$ cat src/rtl/cpt_pkg.sv
package cpt_pkg;

  localparam int PARENT_FIELDS = 4;
  localparam int FRAC_BITS     = 16;

  localparam logic [16:0] ONE_Q16 = 17'h10000;

  localparam logic [1:0] STATUS_OK    = 2'd0;
  localparam logic [1:0] STATUS_RANGE = 2'd1;
  localparam logic [1:0] STATUS_SIZE  = 2'd2;

  localparam logic ACT_SAMPLE = 1'b0;
  localparam logic ACT_READ   = 1'b1;

  localparam logic [2:0] REG_PARENT_COUNT = 3'd0;
  localparam logic [2:0] REG_VALUE_COUNT  = 3'd1;
  localparam logic [2:0] REG_RADIX_0      = 3'd2;
  localparam logic [2:0] REG_RADIX_1      = 3'd3;
  localparam logic [2:0] REG_RADIX_2      = 3'd4;
  localparam logic [2:0] REG_RADIX_3      = 3'd5;

  typedef struct packed {
    logic clr;
    logic load;
    logic walk;
    logic addr;
    logic rd;
    logic wr;
    logic dload;
    logic dstep;
    logic fin;
  } cmd_t;

  typedef struct packed {
    logic clr_done;
    logic walk_done;
    logic err;
    logic is_read;
    logic div_done;
  } sts_t;

endpackage

$ cat src/rtl/cpt_ctrl.sv
module cpt_ctrl import cpt_pkg::*; (
  input  logic clk_i,
  input  logic rst_ni,
  input  logic start_i,
  input  sts_t sts_i,
  output cmd_t cmd_o,
  output logic busy_o,
  output logic done_o
);

  localparam logic [3:0] ST_CLEAR = 4'd0;
  localparam logic [3:0] ST_IDLE  = 4'd1;
  localparam logic [3:0] ST_WALK  = 4'd2;
  localparam logic [3:0] ST_ADDR  = 4'd3;
  localparam logic [3:0] ST_READ  = 4'd4;
  localparam logic [3:0] ST_EVAL  = 4'd5;
  localparam logic [3:0] ST_DIV   = 4'd6;
  localparam logic [3:0] ST_OUT   = 4'd7;

  logic [3:0] state_q, state_d;

  always_ff @(posedge clk_i or negedge rst_ni) begin
    if (!rst_ni) begin
      state_q <= ST_CLEAR;
    end else begin
      state_q <= state_d;
    end
  end

  always_comb begin
    state_d = state_q;
    cmd_o   = '0;
    case (state_q)
      ST_CLEAR: begin
        cmd_o.clr = 1'b1;
        if (sts_i.clr_done) begin
          state_d = ST_IDLE;
        end
      end
      ST_IDLE: begin
        if (start_i) begin
          cmd_o.load = 1'b1;
          state_d    = ST_WALK;
        end
      end
      ST_WALK: begin
        if (sts_i.walk_done) begin
          state_d = ST_ADDR;
        end else begin
          cmd_o.walk = 1'b1;
        end
      end
      ST_ADDR: begin
        cmd_o.addr = 1'b1;
        state_d    = ST_READ;
      end
      ST_READ: begin
        if (sts_i.err) begin
          cmd_o.fin = 1'b1;
          state_d   = ST_OUT;
        end else begin
          cmd_o.rd = 1'b1;
          state_d  = ST_EVAL;
        end
      end
      ST_EVAL: begin
        if (sts_i.is_read) begin
          cmd_o.dload = 1'b1;
          state_d     = ST_DIV;
        end else begin
          cmd_o.wr  = 1'b1;
          cmd_o.fin = 1'b1;
          state_d   = ST_OUT;
        end
      end
      ST_DIV: begin
        if (sts_i.div_done) begin
          cmd_o.fin = 1'b1;
          state_d   = ST_OUT;
        end else begin
          cmd_o.dstep = 1'b1;
        end
      end
      ST_OUT: begin
        state_d = ST_IDLE;
      end
      default: begin
        state_d = ST_IDLE;
      end
    endcase
  end

  assign busy_o = (state_q != ST_IDLE);
  assign done_o = (state_q == ST_OUT);

endmodule

$ cat config.mk
export PLATFORM = sky130hd
export DESIGN_NAME = cpt_ctrl
export DESIGN_NICKNAME = d
export VERILOG_FILES = /design/src/rtl/cpt_pkg.sv /design/src/rtl/cpt_ctrl.sv
export SDC_FILE = /design/constraint.sdc
export NUM_CORES = 1
export LEC_CHECK = 0
export BUFFER_PORTS_ARGS = -buffer_cell sky130_fd_sc_hd__buf_2
export CORE_AREA = 2 2 39 41
export DETAILED_ROUTE_END_ITERATION = 8
export DIE_AREA = 0 0 41 43
export PLACE_DENSITY = 0.53
export SYNTH_ARGS = -nofsm -noshare
export SYNTH_HDL_FRONTEND = slang
export SYNTH_SLANG_ARGS = --single-unit
$ cat constraint.sdc
create_clock -name clk_i -period 2.3 [get_ports clk_i]
set_input_delay 0.115 -clock clk_i [delete_from_list [all_inputs] [get_ports clk_i]]
set_output_delay 0.115 -clock clk_i [all_outputs]
set_load 0.02 [all_outputs]
==> qor.csv <==
metric,value,unit
die width,41,um
Ant. Diodes,0,
Filler Cell Count,161,
Top reg by flops,state_q,
Critical Setup Path Class,reg2out,
clk slew on worst S/H paths,0.03,ns
met3 usage,1.571,%
WP data required,2.18,ns
initial antenna violation count,0,
Reg area,75.07,um2
Slowest cell on crit path,dfrtp_1,
post-synth top area share,26.20,%
Worst Tran Pin Value,0.3983,ns
Clock power frac,15.5,%
input/output buffers,18,
logic gate share of total power,55.4,%
GR met1 Demand/Resource,11.90,%
Max Transition Viols Final,0,
max_cap viols,0,
fin crit share,66.01,%
post-synth top area cell,dfrtp_1,
Critical Path Fanout Max,14,
DPL Wire Length,570.9,um
library cells used by synthesis,21,
"Cell Chain, Critical Path",nand2b_2 > nor3b_1 > buf_2,
Layout area overhead,42.79,%
max incr delay on CP,0.50,ns
worst hold slack,0.1141,ns
Synth area leaders,"dfrtp_1 26%, and3_1 6.6%, nor2_1 6.6%",
synthesized area,286.5,um2
fraction of layout cells with a size suffix above 1,42.11,%
Lkg Pwr,0.2184,nW
gpl congestion,0.7079,
syn nets,45,
All-Layer GR Usage,10.14,%
#FFs+latches synth,3,
Top Registers,state_q (3),
clock latency on the worst-skew pair,0.23,ns
Post-Route Setup TNS,0,ns
Pint,0.0002899,W
antenna-violating nets left,0,
post-layout util,29.57,%
setup ws final,0.7817,ns
final wirelength,720,um
CTS root buffer,clkbuf_4,
area of the multi-input gates,183.9,um2
vias per cell,4.411,
sw power,0.0002853,W
final hold violations,0,
DRT iter0 DRCs,2,
syn_area_per_cell,7.744,um2
Overflow after GRT,0,
Max IR drop VDD,432.6,uV
clock period minus worst slack,1.518,ns
cts bufs inserted,3,
unrepaired setup endpoints after global routing,no,
Crit. End Element,output port,
clk sinks,3,
Crit path arrival time,1.40,ns
via count,322,
critical path launch point type,flip-flop,
# DRC,0,
core area,0.001384,mm2
Layout Skew,0.0005559,ns
worst path buffer plus inverter count,1,
Boundary Pins,19,
Sw Share,49.60,%
H-tree Lvls,1,
max reg flops,3,
PD cells,1406,mW/mm2
# rows,14,
DP Worst Slack,1.025,ns
wire per inst,9.863,um
largest net degree at the start of global routing,15,
Post-CTS Hold Buffers,1,
DR pass1 iterations,3,
FMAX,658.6,MHz
Worst Hold Class,in2reg,
outcome,finished clean,
CTS Buffer Depth,2,
Post CTS Setup Buffer Count,0,
post_cts resized,0,
vias in the first global route,281,
yosys warns,0,
register area share after synthesis,26.20,%
grt met2 use,14.37,%
Top Usage Layer GRT,met2,
Max-slew headroom,73.44,%
sequential share of power,29.1,%
Final setup viols,0,
Mapped Cells,37,
critical path's top delay family,flip-flops,
die area,0.001763,mm2
CTS tree,built,
Die H,43,um
Starting Density,20.71,%
number of nets in the layout,66,
first-pass GRT wire length,1173,um
[synth_stat cells]
cell type	n
buf_6	1
and2_1	1
a211oi_2	1
nand2_1	4
buf_2	1
o21a_1	1
nor3b_1	1
a21oi_1	2
and3_1	3
o22ai_1	2
buf_4	1
xnor2_1	1
nor2b_1	2
o31ai_2	1
o21ba_1	1
dfrtp_1	3
inv_1	1
nand2b_1	2
nand2b_2	1
nor3_1	2
nor2_1	5
[layer usage]
metal | vias up | routed length (um) | share of wire, %
li1 | 167 | - | -
met2 | 10 | 362 | 50
met5 | - | 0 | 0
met4 | 0 | 19 | 2.6
met3 | 2 | 44 | 6.1
met1 | 143 | 293 | 41
[final cells by class]
| cell class | count | share of cell area [%] |
|---|---|---|
| Tap cell | 16 | 4.893 |
| Sequential cell | 3 | 18.35 |
| Inverter | 1 | 0.9174 |
| Timing Repair Buffer | 19 | 24.46 |
| Clock buffer | 4 | 6.422 |
| Multi-Input combinational cell | 30 | 44.95 |
[power by group through the flow]
stage,clock [W],combinational (W),sequential (W)
5_1_grt,0.0000956,0.000353,0.000180
2_1_floorplan,0,0.000329,0.0000987
3_5_place_dp,0,0.000321,0.000169
3_3_place_gp,0,0.000318,0.000166
4_1_cts,0.0000933,0.000325,0.000169
6_report,0.0000892,0.000319,0.000167
[worst register-to-register path, stage by stage, from the launching register on]
cell and delay, ns:
dfrtp_1 0.50, nand2b_2 0.29, a211oi_2 0.22, o22ai_1 0.09
[placed cells by master, fill, tap and decap left out, drive strengths merged]
| cell | instances |
|---|---|
| buf | 18 |
| dlygate4sd3 | 1 |
| nor2 | 5 |
| inv | 1 |
| nor3 | 2 |
| o31ai | 1 |
| a211oi | 1 |
| o21ba | 1 |
| nand2b | 3 |
| nor2b | 2 |
| o21a | 1 |
| nand2 | 4 |
| and2 | 1 |
| and3 | 3 |
| a21oi | 2 |
| nor3b | 1 |
| xnor2 | 1 |
| clkbuf | 4 |
| o22ai | 2 |
| dfrtp | 3 |
[metrics by stage]
stage,cell area (um2),total power [W],cells
after floorplan,286.5,0.0004281,37
after global placement,372.9,0.0004842,68
after detailed placement,372.9,0.0004907,68
after CTS,409.1,0.0005868,73
after global routing,409.1,0.0006283,73
final,409.1,0.0005752,73
[final timing paths]
kind / start / to / slack, ns / depth (start not counted)
worst max-delay path: state_q[0]$_DFFE_PN0P_ / cmd_o[1] / 0.78 / 3
worst min-delay path: start_i / state_q[0]$_DFFE_PN0P_ / 0.11 / 2
worst max register to register: state_q[0]$_DFFE_PN0P_ / state_q[0]$_DFFE_PN0P_ / 1.08 / 3
worst min register to register: state_q[1]$_DFFE_PN0P_ / state_q[1]$_DFFE_PN0P_ / 0.68 / 1
max in group asynchronous: rst_ni / state_q[2]$_DFFE_PN0P_ / 1.98 / 2
min in group asynchronous: rst_ni / state_q[0]$_DFFE_PN0P_ / 0.21 / 2
[cells by family (layout without fill, tap and decap cells)]
| family | after synthesis | after routing | synth area share (%) |
|---|---|---|---|
| buf+inv | 4 | 24 | 9.605 |
| compound gates | 8 | 8 | 22.71 |
| xor+xnor | 1 | 1 | 3.057 |
| flops | 3 | 3 | 26.20 |
| simple gates | 21 | 21 | 38.43 |
Note: power is estimated with default switching activity, not from simulation.
